$ cat src/hdl/tgarle_pkg.sv
package tgarle_pkg;

  localparam logic [1:0] REG_IMAGE_TYPE      = 2'd0;
  localparam logic [1:0] REG_BYTES_PER_PIXEL = 2'd1;
  localparam logic [1:0] REG_ALPHA_ENABLE    = 2'd2;
  localparam logic [1:0] REG_PIXEL_COUNT     = 2'd3;

  localparam logic [1:0] FMT_GRAY = 2'd0;
  localparam logic [1:0] FMT_16   = 2'd1;
  localparam logic [1:0] FMT_24   = 2'd2;
  localparam logic [1:0] FMT_32   = 2'd3;

  localparam int QUEUE_DEPTH = 2;
  localparam int QPTR_W      = $clog2(QUEUE_DEPTH);
  localparam int QCNT_W      = $clog2(QUEUE_DEPTH + 1);

  typedef struct packed {
    logic [1:0]  image_type;
    logic [2:0]  bytes_per_pixel;
    logic        alpha_enable;
  } cfg_t;

  typedef struct packed {
    logic [3:0][7:0] px;
    logic [1:0]      fmt;
    logic            alpha_enable;
    logic [7:0]      run_length;
    logic            last_run;
  } entry_t;

endpackage

$ cat src/hdl/tgarle_front.sv
module tgarle_front import tgarle_pkg::*; (
  input  logic        clk,
  input  logic        rst,
  input  cfg_t        cfg,
  input  logic        restart,
  input  logic [31:0] restart_count,
  input  logic        in_valid,
  output logic        in_ready,
  input  logic [7:0]  in_byte,
  output logic        push,
  input  logic        push_ready,
  output entry_t      push_entry
);

  logic        expect_pkt, expect_pkt_next;
  logic        repeat_pkt, repeat_pkt_next;
  logic [6:0]  raw_left, raw_left_next;
  logic [1:0]  byte_pos, byte_pos_next;
  logic [23:0] held, held_next;
  logic [31:0] pixels_left, pixels_left_next;

  logic       rle;
  logic [1:0] last_idx;
  logic [7:0] run_raw;
  logic [7:0] run;

  assign in_ready = push_ready;
  assign rle      = cfg.image_type[0];

  always_comb begin
    unique case (cfg.bytes_per_pixel)
      3'd0, 3'd1, 3'd2: last_idx = 2'd1;
      3'd3:             last_idx = 2'd2;
      default:          last_idx = 2'd3;
    endcase
  end

  always_comb begin
    expect_pkt_next  = expect_pkt;
    repeat_pkt_next  = repeat_pkt;
    raw_left_next    = raw_left;
    byte_pos_next    = byte_pos;
    held_next        = held;
    pixels_left_next = pixels_left;
    push             = 1'b0;
    run_raw          = 8'd1;
    run              = 8'd1;

    push_entry.px[0]        = held[7:0];
    push_entry.px[1]        = held[15:8];
    push_entry.px[2]        = held[23:16];
    push_entry.px[3]        = 8'd0;
    push_entry.px[last_idx] = in_byte;
    push_entry.alpha_enable = cfg.alpha_enable;
    if (cfg.image_type[1]) begin
      push_entry.fmt = FMT_GRAY;
    end else begin
      unique case (last_idx)
        2'd1:    push_entry.fmt = FMT_16;
        2'd2:    push_entry.fmt = FMT_24;
        default: push_entry.fmt = FMT_32;
      endcase
    end

    if (rle && repeat_pkt) begin
      run_raw = {1'b0, raw_left} + 8'd1;
    end
    if ({24'd0, run_raw} > pixels_left) begin
      run = pixels_left[7:0];
    end else begin
      run = run_raw;
    end
    push_entry.run_length = run;
    push_entry.last_run   = (pixels_left - {24'd0, run}) == 32'd0;

    if (in_valid && in_ready && pixels_left != 32'd0) begin
      if (rle && expect_pkt) begin
        repeat_pkt_next = in_byte[7];
        raw_left_next   = in_byte[6:0];
        expect_pkt_next = 1'b0;
      end else if (byte_pos < last_idx) begin
        unique case (byte_pos)
          2'd0:    held_next[7:0]   = held[7:0] | in_byte;
          2'd1:    held_next[15:8]  = held[15:8] | in_byte;
          2'd2:    held_next[23:16] = held[23:16] | in_byte;
          default: held_next        = held;
        endcase
        byte_pos_next = byte_pos + 2'd1;
      end else begin
        push          = 1'b1;
        held_next     = 24'd0;
        byte_pos_next = 2'd0;
        if (rle) begin
          if (repeat_pkt) begin
            raw_left_next   = 7'd0;
            expect_pkt_next = 1'b1;
          end else if (raw_left == 7'd0) begin
            expect_pkt_next = 1'b1;
          end else begin
            raw_left_next = raw_left - 7'd1;
          end
        end
        pixels_left_next = pixels_left - {24'd0, run};
      end
    end
  end

  always_ff @(posedge clk) begin
    if (rst) begin
      expect_pkt  <= 1'b1;
      repeat_pkt  <= 1'b0;
      raw_left    <= 7'd0;
      byte_pos    <= 2'd0;
      held        <= 24'd0;
      pixels_left <= 32'd0;
    end else if (restart) begin
      expect_pkt  <= 1'b1;
      repeat_pkt  <= 1'b0;
      raw_left    <= 7'd0;
      byte_pos    <= 2'd0;
      held        <= 24'd0;
      pixels_left <= restart_count;
    end else begin
      expect_pkt  <= expect_pkt_next;
      repeat_pkt  <= repeat_pkt_next;
      raw_left    <= raw_left_next;
      byte_pos    <= byte_pos_next;
      held        <= held_next;
      pixels_left <= pixels_left_next;
    end
  end

endmodule

$ cat src/hdl/tgarle_queue.sv
module tgarle_queue import tgarle_pkg::*; (
  input  logic   clk,
  input  logic   rst,
  input  logic   push,
  output logic   push_ready,
  input  entry_t push_entry,
  input  logic   pop,
  output logic   pop_valid,
  output entry_t pop_entry
);

  entry_t            mem [QUEUE_DEPTH];
  logic [QPTR_W-1:0] wr_ptr;
  logic [QPTR_W-1:0] rd_ptr;
  logic [QCNT_W-1:0] count;
  logic              do_push;
  logic              do_pop;

  assign push_ready = count != QCNT_W'(QUEUE_DEPTH);
  assign pop_valid  = count != '0;
  assign pop_entry  = mem[rd_ptr];
  assign do_push    = push && push_ready;
  assign do_pop     = pop && pop_valid;

  always_ff @(posedge clk) begin
    if (do_push) begin
      mem[wr_ptr] <= push_entry;
    end
  end

  always_ff @(posedge clk) begin
    if (rst) begin
      wr_ptr <= '0;
      rd_ptr <= '0;
      count  <= '0;
    end else begin
      if (do_push) begin
        wr_ptr <= (wr_ptr == QPTR_W'(QUEUE_DEPTH - 1)) ? '0 : wr_ptr + 1'b1;
      end
      if (do_pop) begin
        rd_ptr <= (rd_ptr == QPTR_W'(QUEUE_DEPTH - 1)) ? '0 : rd_ptr + 1'b1;
      end
      if (do_push && !do_pop) begin
        count <= count + 1'b1;
      end else if (do_pop && !do_push) begin
        count <= count - 1'b1;
      end
    end
  end

endmodule

$ cat src/hdl/tgarle_back.sv
module tgarle_back import tgarle_pkg::*; (
  input  logic       clk,
  input  logic       rst,
  input  logic       pop_valid,
  input  entry_t     pop_entry,
  output logic       pop,
  output logic       out_valid,
  input  logic       out_ready,
  output logic [7:0] ch0,
  output logic [7:0] ch1,
  output logic [7:0] ch2,
  output logic [7:0] ch3,
  output logic [7:0] run_length,
  output logic       last_run
);

  logic [7:0]  c0, c1, c2, c3;
  logic [15:0] w;
  logic [15:0] w5551;

  assign pop   = pop_valid && (!out_valid || out_ready);
  assign w     = {pop_entry.px[1], pop_entry.px[0]};
  assign w5551 = {w[14:0], pop_entry.alpha_enable ? w[15] : 1'b1};

  always_comb begin
    c2 = 8'd0;
    c3 = 8'd0;
    unique case (pop_entry.fmt)
      FMT_GRAY: begin
        c0 = pop_entry.px[0];
        c1 = pop_entry.alpha_enable ? pop_entry.px[1] : 8'd255;
      end
      FMT_16: begin
        c0 = w5551[7:0];
        c1 = w5551[15:8];
      end
      FMT_24: begin
        c0 = pop_entry.px[2];
        c1 = pop_entry.px[1];
        c2 = pop_entry.px[0];
      end
      default: begin
        c0 = pop_entry.px[2];
        c1 = pop_entry.px[1];
        c2 = pop_entry.px[0];
        c3 = pop_entry.alpha_enable ? pop_entry.px[3] : 8'd255;
      end
    endcase
  end

  always_ff @(posedge clk) begin
    if (rst) begin
      out_valid <= 1'b0;
    end else if (pop) begin
      out_valid <= 1'b1;
    end else if (out_ready) begin
      out_valid <= 1'b0;
    end
  end

  always_ff @(posedge clk) begin
    if (pop) begin
      ch0        <= c0;
      ch1        <= c1;
      ch2        <= c2;
      ch3        <= c3;
      run_length <= pop_entry.run_length;
      last_run   <= pop_entry.last_run;
    end
  end

endmodule

$ cat src/hdl/tga_rle_pixel_decoder_unit.sv
// TGA pixel-data decoder (raw and RLE, color and gray).
// Input channel in_valid/in_ready/in_byte: one byte of packet or pixel data
// per item, after the file header. Config channel cfg_valid/cfg_ready with
// cfg_index/cfg_data: 0 image type, 1 bytes per pixel, 2 alpha enable,
// 3 pixel count (a write restarts the parse). Write config only while idle.
// Output channel out_valid/out_ready: one converted pixel per item with its
// run length and a flag on the run that completes the image.
// Throughput: one byte per cycle while in_ready is high. The edge that
// takes a pixel's last byte writes it into the queue, and a later edge
// loads it from there into the output register. The front parser and the back
// converter are joined by a two-entry queue; when the receiver stalls, the
// queue fills and in_ready drops only once both entries and the output
// register are occupied.
// Bytes after the image is complete are taken and dropped.
// Reset: image type RLE color, 4 bytes per pixel, alpha on, pixel count 0,
// so all bytes are dropped until a pixel count is written.
module tga_rle_pixel_decoder_unit import tgarle_pkg::*; (
  input  logic        clk,
  input  logic        rst,
  input  logic        cfg_valid,
  output logic        cfg_ready,
  input  logic [1:0]  cfg_index,
  input  logic [31:0] cfg_data,
  input  logic        in_valid,
  output logic        in_ready,
  input  logic [7:0]  in_byte,
  output logic        out_valid,
  input  logic        out_ready,
  output logic [7:0]  ch0,
  output logic [7:0]  ch1,
  output logic [7:0]  ch2,
  output logic [7:0]  ch3,
  output logic [7:0]  run_length,
  output logic        last_run
);

  cfg_t   cfg;
  logic   cfg_write;
  logic   restart;
  logic   push;
  logic   push_ready;
  entry_t push_entry;
  logic   pop;
  logic   pop_valid;
  entry_t pop_entry;

  assign cfg_ready = 1'b1;
  assign cfg_write = cfg_valid && cfg_ready;
  assign restart   = cfg_write && (cfg_index == REG_PIXEL_COUNT);

  // pixel count goes straight to the front parser on restart
  always_ff @(posedge clk) begin
    if (rst) begin
      cfg.image_type      <= 2'd1;
      cfg.bytes_per_pixel <= 3'd4;
      cfg.alpha_enable    <= 1'b1;
    end else if (cfg_write) begin
      unique case (cfg_index)
        REG_IMAGE_TYPE:      cfg.image_type      <= cfg_data[1:0];
        REG_BYTES_PER_PIXEL: cfg.bytes_per_pixel <= cfg_data[2:0];
        REG_ALPHA_ENABLE:    cfg.alpha_enable    <= cfg_data[0];
        default:             ;
      endcase
    end
  end

  tgarle_front u_front (
    .clk           (clk),
    .rst           (rst),
    .cfg           (cfg),
    .restart       (restart),
    .restart_count (cfg_data),
    .in_valid      (in_valid),
    .in_ready      (in_ready),
    .in_byte       (in_byte),
    .push          (push),
    .push_ready    (push_ready),
    .push_entry    (push_entry)
  );

  tgarle_queue u_queue (
    .clk        (clk),
    .rst        (rst),
    .push       (push),
    .push_ready (push_ready),
    .push_entry (push_entry),
    .pop        (pop),
    .pop_valid  (pop_valid),
    .pop_entry  (pop_entry)
  );

  tgarle_back u_back (
    .clk        (clk),
    .rst        (rst),
    .pop_valid  (pop_valid),
    .pop_entry  (pop_entry),
    .pop        (pop),
    .out_valid  (out_valid),
    .out_ready  (out_ready),
    .ch0        (ch0),
    .ch1        (ch1),
    .ch2        (ch2),
    .ch3        (ch3),
    .run_length (run_length),
    .last_run   (last_run)
  );

endmodule

$ cat config.mk
export PLATFORM = sky130hd
export DESIGN_NAME = tga_rle_pixel_decoder_unit
export DESIGN_NICKNAME = d
export VERILOG_FILES = /design/src/hdl/tgarle_pkg.sv /design/src/hdl/tgarle_front.sv /design/src/hdl/tgarle_queue.sv /design/src/hdl/tgarle_back.sv /design/src/hdl/tga_rle_pixel_decoder_unit.sv
export SDC_FILE = /design/constraint.sdc
export NUM_CORES = 1
export LEC_CHECK = 0
export CORE_MARGIN = 2
export CORE_UTILIZATION = 30
export CTS_CLUSTER_SIZE = 30
export DETAILED_ROUTE_END_ITERATION = 10
export DONT_BUFFER_PORTS = 1
export PLACE_DENSITY = 0.42
export SYNTH_ARGS = -nofsm -noshare
export SYNTH_HDL_FRONTEND = slang
export SYNTH_SLANG_ARGS = --single-unit
$ cat constraint.sdc
create_clock -name clk -period 6.4 [get_ports clk]
set_clock_uncertainty 0.2 [all_clocks]
set_input_delay 1.92 -clock clk [delete_from_list [all_inputs] [get_ports clk]]
set_output_delay 1.92 -clock clk [all_outputs]
set_load 0.005 [all_outputs]
==> results.sh, run 1 <==
export IMPL_status="complete, no violations"
export IMPL_fmax_mhz=174
export IMPL_timing_final_crit_share_pct=89.6
export IMPL_synth_edff_count=129
export IMPL_synth_top_cell_by_area="edfxtp_1"
export IMPL_antenna_found_initial=0
export IMPL_fp_row_count=66
export IMPL_synth_top_area_share_pct=39.6
export IMPL_io_pins=91
export IMPL_clkTransAtPathRegs_ns=0.06
export IMPL_post_route_util_pct=34.2
export IMPL_yosysWarnings=0
export IMPL_initial_core_util_pct=30.2
export IMPL_cts_hold_buf=0
export IMPL_clock_latency_ns=0.52
export IMPL_hold_path_cell_count=0
export IMPL_syn2layout_area_growth_pct=13.0
export IMPL_endpoint_kind="flip-flop"
export IMPL_grt_overflow=0
export IMPL_drv_slew=0
export IMPL_drt_pass1_iterations=4
export IMPL_top_layer="met4"
export IMPL_hp_start="u_front.held[7]"
export IMPL_syn_nets=949
export IMPL_p_seq_share_pct=46.3
export IMPL_r2r_start="u_front.raw_left[0]"
export IMPL_power_switching_mw=1.03
export IMPL_comb_power_share_pct=16.7
export IMPL_via_count=6373
export IMPL_p_clk_share_pct=37.0
export IMPL_vdd_drop_max_mv=0.167
export IMPL_netlist_area_um2=9790
export IMPL_clock_sinks=208
export IMPL_rsz0062_at_grt="no"
export IMPL_track_usage_pct=14.5
export IMPL_finalSetupTns_ns=0
export IMPL_worst_pin_slew_ns=1.05
export IMPL_routabilityCongestion=0.804
export IMPL_hp_class="reg2reg"
export IMPL_cts_tree="built"
export IMPL_drive_above_1_share_pct=12.0
export IMPL_met2WireLength_um=11700
export IMPL_grt_max_degree=59
export IMPL_drt_wl_total_um=24400
export IMPL_setup_violations=0
export IMPL_path_max_fanout=9
export IMPL_synth_most_common_cell="edfxtp_1"
export IMPL_drt_iter0_markers=310
export IMPL_min_period_ns=5.74
export IMPL_wl_met3_um=880
export IMPL_timing_critical_path_mode_cell="ha_1"
export IMPL_die_w_um=185
export IMPL_async_reset_ff_share_pct=0
export IMPL_synth_cell_types=60
export IMPL_vias_per_cell=4.81
export IMPL_dp_hpwl_um=16600
export IMPL_antenna_left=0
export IMPL_dominantRegCellSynth="edfxtp_1"
export IMPL_nNetsFinal=935
export IMPL_place_inst=1279
export IMPL_die_h_um=185
export IMPL_cpMaxStageDelayCell="a211oi_1"
export IMPL_postCtsSetupRepairBufs=0
export IMPL_p_leak_nw=3.82
export IMPL_fin_total_pwr_mw=3.74
export IMPL_p_int_mw=2.71
export IMPL_met1_length_um=11500
export IMPL_powerDensity_nw_per_um2=338
export IMPL_start_kind="flip-flop"
export IMPL_wire_per_inst_um=18.4
export IMPL_switching_share_pct=27.6
export IMPL_path_class="reg2reg"
export IMPL_clk_path_buf_depth=3
export IMPL_first_global_vias=6342
export IMPL_synthCells=878
export IMPL_portBuffers=0
export IMPL_cts_buffers_inserted=25
export IMPL_critPathArrivalTime_ns=5.83
export IMPL_cts_resized_gates=0
export IMPL_core_area_um2=32400
export IMPL_slew_headroom_pct=29.5
export IMPL_yosys_top_cells_area="edfxtp_1 (40%), dfxtp_1 (16%), mux2_2 (4.6%)"
export IMPL_grt_pass1_wl_um=38100
export IMPL_critical_path_max_stage_delay_ns=0.59
export IMPL_synth_seq_cells=208
export IMPL_syn_avg_cell_area_um2=11.1
export IMPL_hold_viol=0
export IMPL_htreeDepth=1
export IMPL_antenna_cells=0
export IMPL_dieArea_um2=34100
export IMPL_root_buffer="clkbuf_16"
export IMPL_critPathRequiredTime_ns=6.50
export IMPL_maxCapViolations=0
export IMPL_drc=0
export IMPL_startpoint="u_front.raw_left[0]"
export IMPL_r2r_cells=20
export IMPL_synth_common_cells="edfxtp_1 (129), nor2_1 (118), dfxtp_1 (79)"
export IMPL_path_cells="inv_1, ha_1, and3_1, ha_1, nor2b_1, o21a_1, o21ai_0, a21oi_1, a211oi_1, nand4b_1, mux2i_1, ha_1, fa_1, nand2b_1, a21oi_1, a211oi_1, nand3_1, or3_1, xnor2_1, nor4_1"
export IMPL_ys_seq_area_share_pct=55.7
export IMPL_final_cells=1325
-- per-stage QoR --
stage                     area (um^2)  setup WS (ns)  hold slack (ns)
after CTS                       11100          0.703            0.252
after global routing            11100          0.226            0.276
after global placement          10200          0.819            0.239
final                           11100          0.662            0.254
after floorplan                  9790          0.978            0.218
after detailed placement        10200          0.733            0.237
-- placed cells by master, fill, tap and decap left out, types with 12 or more instances in the layout --
cell type	instances
edfxtp_1	129
nor3_1	18
a211oi_1	29
o21ai_0	23
ha_1	23
nor2_1	116
mux2_2	40
nand3_1	12
nand2_1	46
a22oi_1	13
xnor2_1	28
mux2i_1	44
dfxtp_1	78
nor4_1	13
xor2_1	14
clkbuf_16	25
inv_1	18
nand2b_1	13
a21oi_1	54
-- kinds of logic (layout without fill, tap and decap cells) --
family	Yosys count	after routing	synth area share [%]
compound gates	166	166	11.1
xor+xnor	42	42	3.76
fa+ha+maj	24	24	3.14
buf+inv	72	77	2.94
flops	208	208	55.7
mux	84	84	9.10
other cells	1	1	0.0383
simple gates	281	281	14.2
-- worst max-delay path, delay by kind of cell (launching register included) --
family,cells,cell delay [ns]
buffers and inverters,1,0.14
AND/OR/NAND/NOR,7,1.84
XOR/XNOR,1,0.13
AO/OA/AOI/OAI,6,1.34
multiplexers,1,0.31
flip-flops,1,0.49
adder cells (fa/ha/maj),4,1.07
-- final timing paths --
path,end,slack [ns]
worst min register to register,u_queue.mem[1][19],0.25
worst max-delay path,u_queue.mem[1][0],0.66
worst min-delay path,u_queue.mem[1][19],0.25
worst max register to register,u_queue.mem[1][0],0.66
-- area by class of cell --
class	instances	area, um^2
clock buffers	38	724
inverters	20	75.1
fillers	3299	21300
well taps	442	553
flip-flops and latches	208	5460
repair buffers	11	95.1
multi-input cells	598	4070
clock inverters	8	88.8
-- routing by layer --
| layer | vias to the layer above | track usage [%] |
|---|---|---|
| met2 | 89 | 24.9 |
| met5 | - | 0 |
| li1 | 3203 | - |
| met4 | 0 | 2.76 |
| met3 | 27 | 2.29 |
| met1 | 3054 | 19.3 |
-- power groups by stage --
stage               Sequential (mW)  Clock [mW]  Combinational [mW]
floorplan                      1.72           0               0.494
global placement               1.77           0               0.642
global route                   1.76        1.48               0.706
finish                         1.73        1.38               0.623
CTS                            1.74        1.44               0.641
detailed placement             1.77           0               0.637
-- flip-flops by register name, summed over array words and instances (netlist names), 7 cells and up, named ones only --
name,count
u_front.held,24
u_back.ch1,8
u_back.ch2,8
u_back.run_length,8
u_front.pixels_left,32
u_back.ch0,8
u_front.raw_left,7
u_queue.mem,88
u_back.ch3,8
Power figures use the tool's default switching activity.
==> inputs of run 2 (changes only) <==
--- a/config.mk
+++ b/config.mk
@@ -6,11 +6,12 @@
 export NUM_CORES = 1
 export LEC_CHECK = 0
 export CORE_MARGIN = 2
-export CORE_UTILIZATION = 30
+export CORE_UTILIZATION = 45
 export CTS_CLUSTER_SIZE = 30
 export DETAILED_ROUTE_END_ITERATION = 10
 export DONT_BUFFER_PORTS = 1
-export PLACE_DENSITY = 0.42
+export HOLD_SLACK_MARGIN = 0.1
+export PLACE_DENSITY = 0.6
 export SYNTH_ARGS = -nofsm -noshare
 export SYNTH_HDL_FRONTEND = slang
 export SYNTH_SLANG_ARGS = --single-unit
==> constraint.sdc (replaced) <==
create_clock -name clk -period 4.7 [get_ports clk]
set_clock_uncertainty 0.2 [all_clocks]
set_input_delay 1.41 -clock clk [delete_from_list [all_inputs] [get_ports clk]]
set_output_delay 1.41 -clock clk [all_outputs]
set_load 0.005 [all_outputs]
==> run 2 against run 1 <==
Compared with the run above:
- the run now ends with negative setup slack left
- global-route usage is 6.3 points higher
- wire length is 0.26% lower
- count of clock-buffer cells in the layout fell by 9
- register-to-register slack worse by 0.69 ns
- utilization is 19 points higher
- die area is 33% lower
- critical path depth unchanged
==> results.sh, run 2 (synthesis results as in run 1) <==
export IMPL_status="finished with violations"
export IMPL_violations="negative setup slack"
export IMPL_initial_core_util_pct=46.3
export IMPL_wl_met3_um=1280
export IMPL_via_count=6835
export IMPL_htreeDepth=1
export IMPL_vias_per_cell=5.74
export IMPL_root_buffer="clkbuf_16"
export IMPL_dp_hpwl_um=16300
export IMPL_start_kind="flip-flop"
export IMPL_fmax_mhz=212
export IMPL_endpoint_kind="flip-flop"
export IMPL_grt_max_degree=47
export IMPL_drt_pass1_iterations=5
export IMPL_antenna_found_initial=0
export IMPL_powerDensity_nw_per_um2=437
export IMPL_fp_row_count=53
export IMPL_final_area_um2=11300
export IMPL_p_leak_nw=3.97
export IMPL_portBuffers=0
export IMPL_rsz0062_at_grt="yes"
export IMPL_place_ws_ns=-0.0776
export IMPL_worst_pin_slew_ns=1.00
export IMPL_top_register="u_queue.mem"
export IMPL_critical_path_max_stage_delay_ns=0.52
export IMPL_critPathArrivalTime_ns=4.96
export IMPL_antenna_left=0
export IMPL_rrSetupSlack_ns=-0.03
export IMPL_final_fill_count=1840
export IMPL_reg_top3="u_queue.mem x88, u_front.pixels_left x32, u_front.held x24"
export IMPL_cts_hold_buf=0
export IMPL_path_class="reg2reg"
export IMPL_timing_final_crit_share_pct=101
export IMPL_first_global_vias=6670
export IMPL_dpl_cell_area_um2=10300
export IMPL_hp_class="reg2reg"
export IMPL_slew_headroom_pct=33.0
export IMPL_hold_viol=0
export IMPL_maxCapViolations=0
export IMPL_core_area_um2=21200
export IMPL_antenna_cells=0
export IMPL_vdd_drop_max_mv=0.284
export IMPL_critPathRequiredTime_ns=4.93
export IMPL_wire_per_inst_um=20.4
export IMPL_io_pins=91
export IMPL_cts_buffers_inserted=22
export IMPL_drt_iter0_markers=343
export IMPL_clkTransAtPathRegs_ns=0.06
export IMPL_finalSetupTns_ns=-0.0281
export IMPL_drt_wl_total_um=24300
export IMPL_grt_overflow=0
export IMPL_drv_slew=0
export IMPL_dieArea_um2=23000
export IMPL_clock_latency_ns=0.52
export IMPL_cpMaxStageDelayCell="or4_4"
export IMPL_syn2layout_area_growth_pct=15.2
export IMPL_top_layer="met4"
export IMPL_clock_sinks=208
export IMPL_nNetsFinal=970
export IMPL_layout_commonest_cell="edfxtp_1"
export IMPL_fin_total_pwr_mw=4.93
export IMPL_grt_pass1_wl_um=36900
export IMPL_met2WireLength_um=11400
export IMPL_track_usage_pct=20.8
export IMPL_path_max_fanout=5
export IMPL_drc=0
export IMPL_die_w_um=151
export IMPL_path_cells="ha_4, nand3_2, xor2_1, nor2_2, ha_1, nand3_2, or2_4, mux2i_1, a21oi_1, nand4b_1, buf_6, mux2i_1, ha_1, a21o_1, or3_4, a211oi_4, buf_6, nand3_4, or4_4, a311oi_2"
export IMPL_routabilityCongestion=0.910
export IMPL_setup_violations=1
export IMPL_largest_reg_flops=88
export IMPL_post_route_util_pct=53.3
export IMPL_met1_length_um=11000
export IMPL_clk_path_buf_depth=3
export IMPL_die_h_um=151
export IMPL_cts_tree="built"
export IMPL_final_cell_mix="edfxtp_1 (129), nor2_1 (112), dfxtp_1 (72)"
export IMPL_min_period_ns=4.73
export IMPL_drive_above_1_share_pct=20.9
export IMPL_setup_slack_ns=-0.0281
run 2: cell types whose count changed in the layout (fill, tap and decap cells not counted), moves of 5 or more:
cell      change
buf_4        +33
buf_6         +5
clkbuf_8      -5
dfxtp_1       -6
nor4_1        -5
run 2: per-stage QoR:
step / hold WS [ns] / instances
6_report: 0.259 / 1190
5_1_grt: 0.263 / 1190
4_1_cts: 0.255 / 1178
3_5_place_dp: 0.236 / 1135
3_3_place_gp: 0.232 / 1135
2_1_floorplan: 0.218 / 878
run 2: final timing paths:
| kind | from | to | depth (start not counted) |
|---|---|---|---|
| setup / recovery | u_front.raw_left[1] | u_front.pixels_left[27] | 20 |
| hold reg to reg | cfg[0] | u_queue.mem[0][9] | 0 |
| hold / removal | cfg[0] | u_queue.mem[0][9] | 0 |
| setup reg to reg | u_front.raw_left[1] | u_front.pixels_left[27] | 20 |
run 2: repair_timing:
action                     4_1_cts  5_1_grt
setup endpoints to repair        4       24
setup buffers                    3       10
pin swaps                        1       23
resized for setup                4       48
cloned                           0        2
run 2: layer usage:
| layer | vias up | global-route usage, % |
|---|---|---|
| met1 | 3336 | 28.6 |
| met5 | - | 0 |
| met4 | 0 | 6.25 |
| met3 | 41 | 3.77 |
| met2 | 199 | 33.6 |
| li1 | 3259 | - |
run 2: where the power goes:
group          total (mW)  switching (mW)  internal (mW)
sequential           2.38           0.160           2.22
combinational       0.964           0.574          0.391
clock                1.59           0.717          0.874
total                4.93            1.45           3.48
run 2: layout make-up:
type	instances	area, um^2	area share (%)
Clock buffer	29	577	5.11
Inverter	20	77.6	0.688
Sequential cell	208	5470	48.5
Multi-Input combinational cell	599	4360	38.6
Clock inverter	11	77.6	0.688
Tap cell	275	344	3.05
Timing Repair Buffer	48	379	3.36
run 2: critical path, delay by kind of cell (launching register included):
kind	cells	cell delay [ns]
mux	2	0.37
compound gates	4	0.80
buf+inv	2	0.33
flops	1	0.39
fa+ha+maj	3	0.73
simple gates	8	1.63
xor+xnor	1	0.20
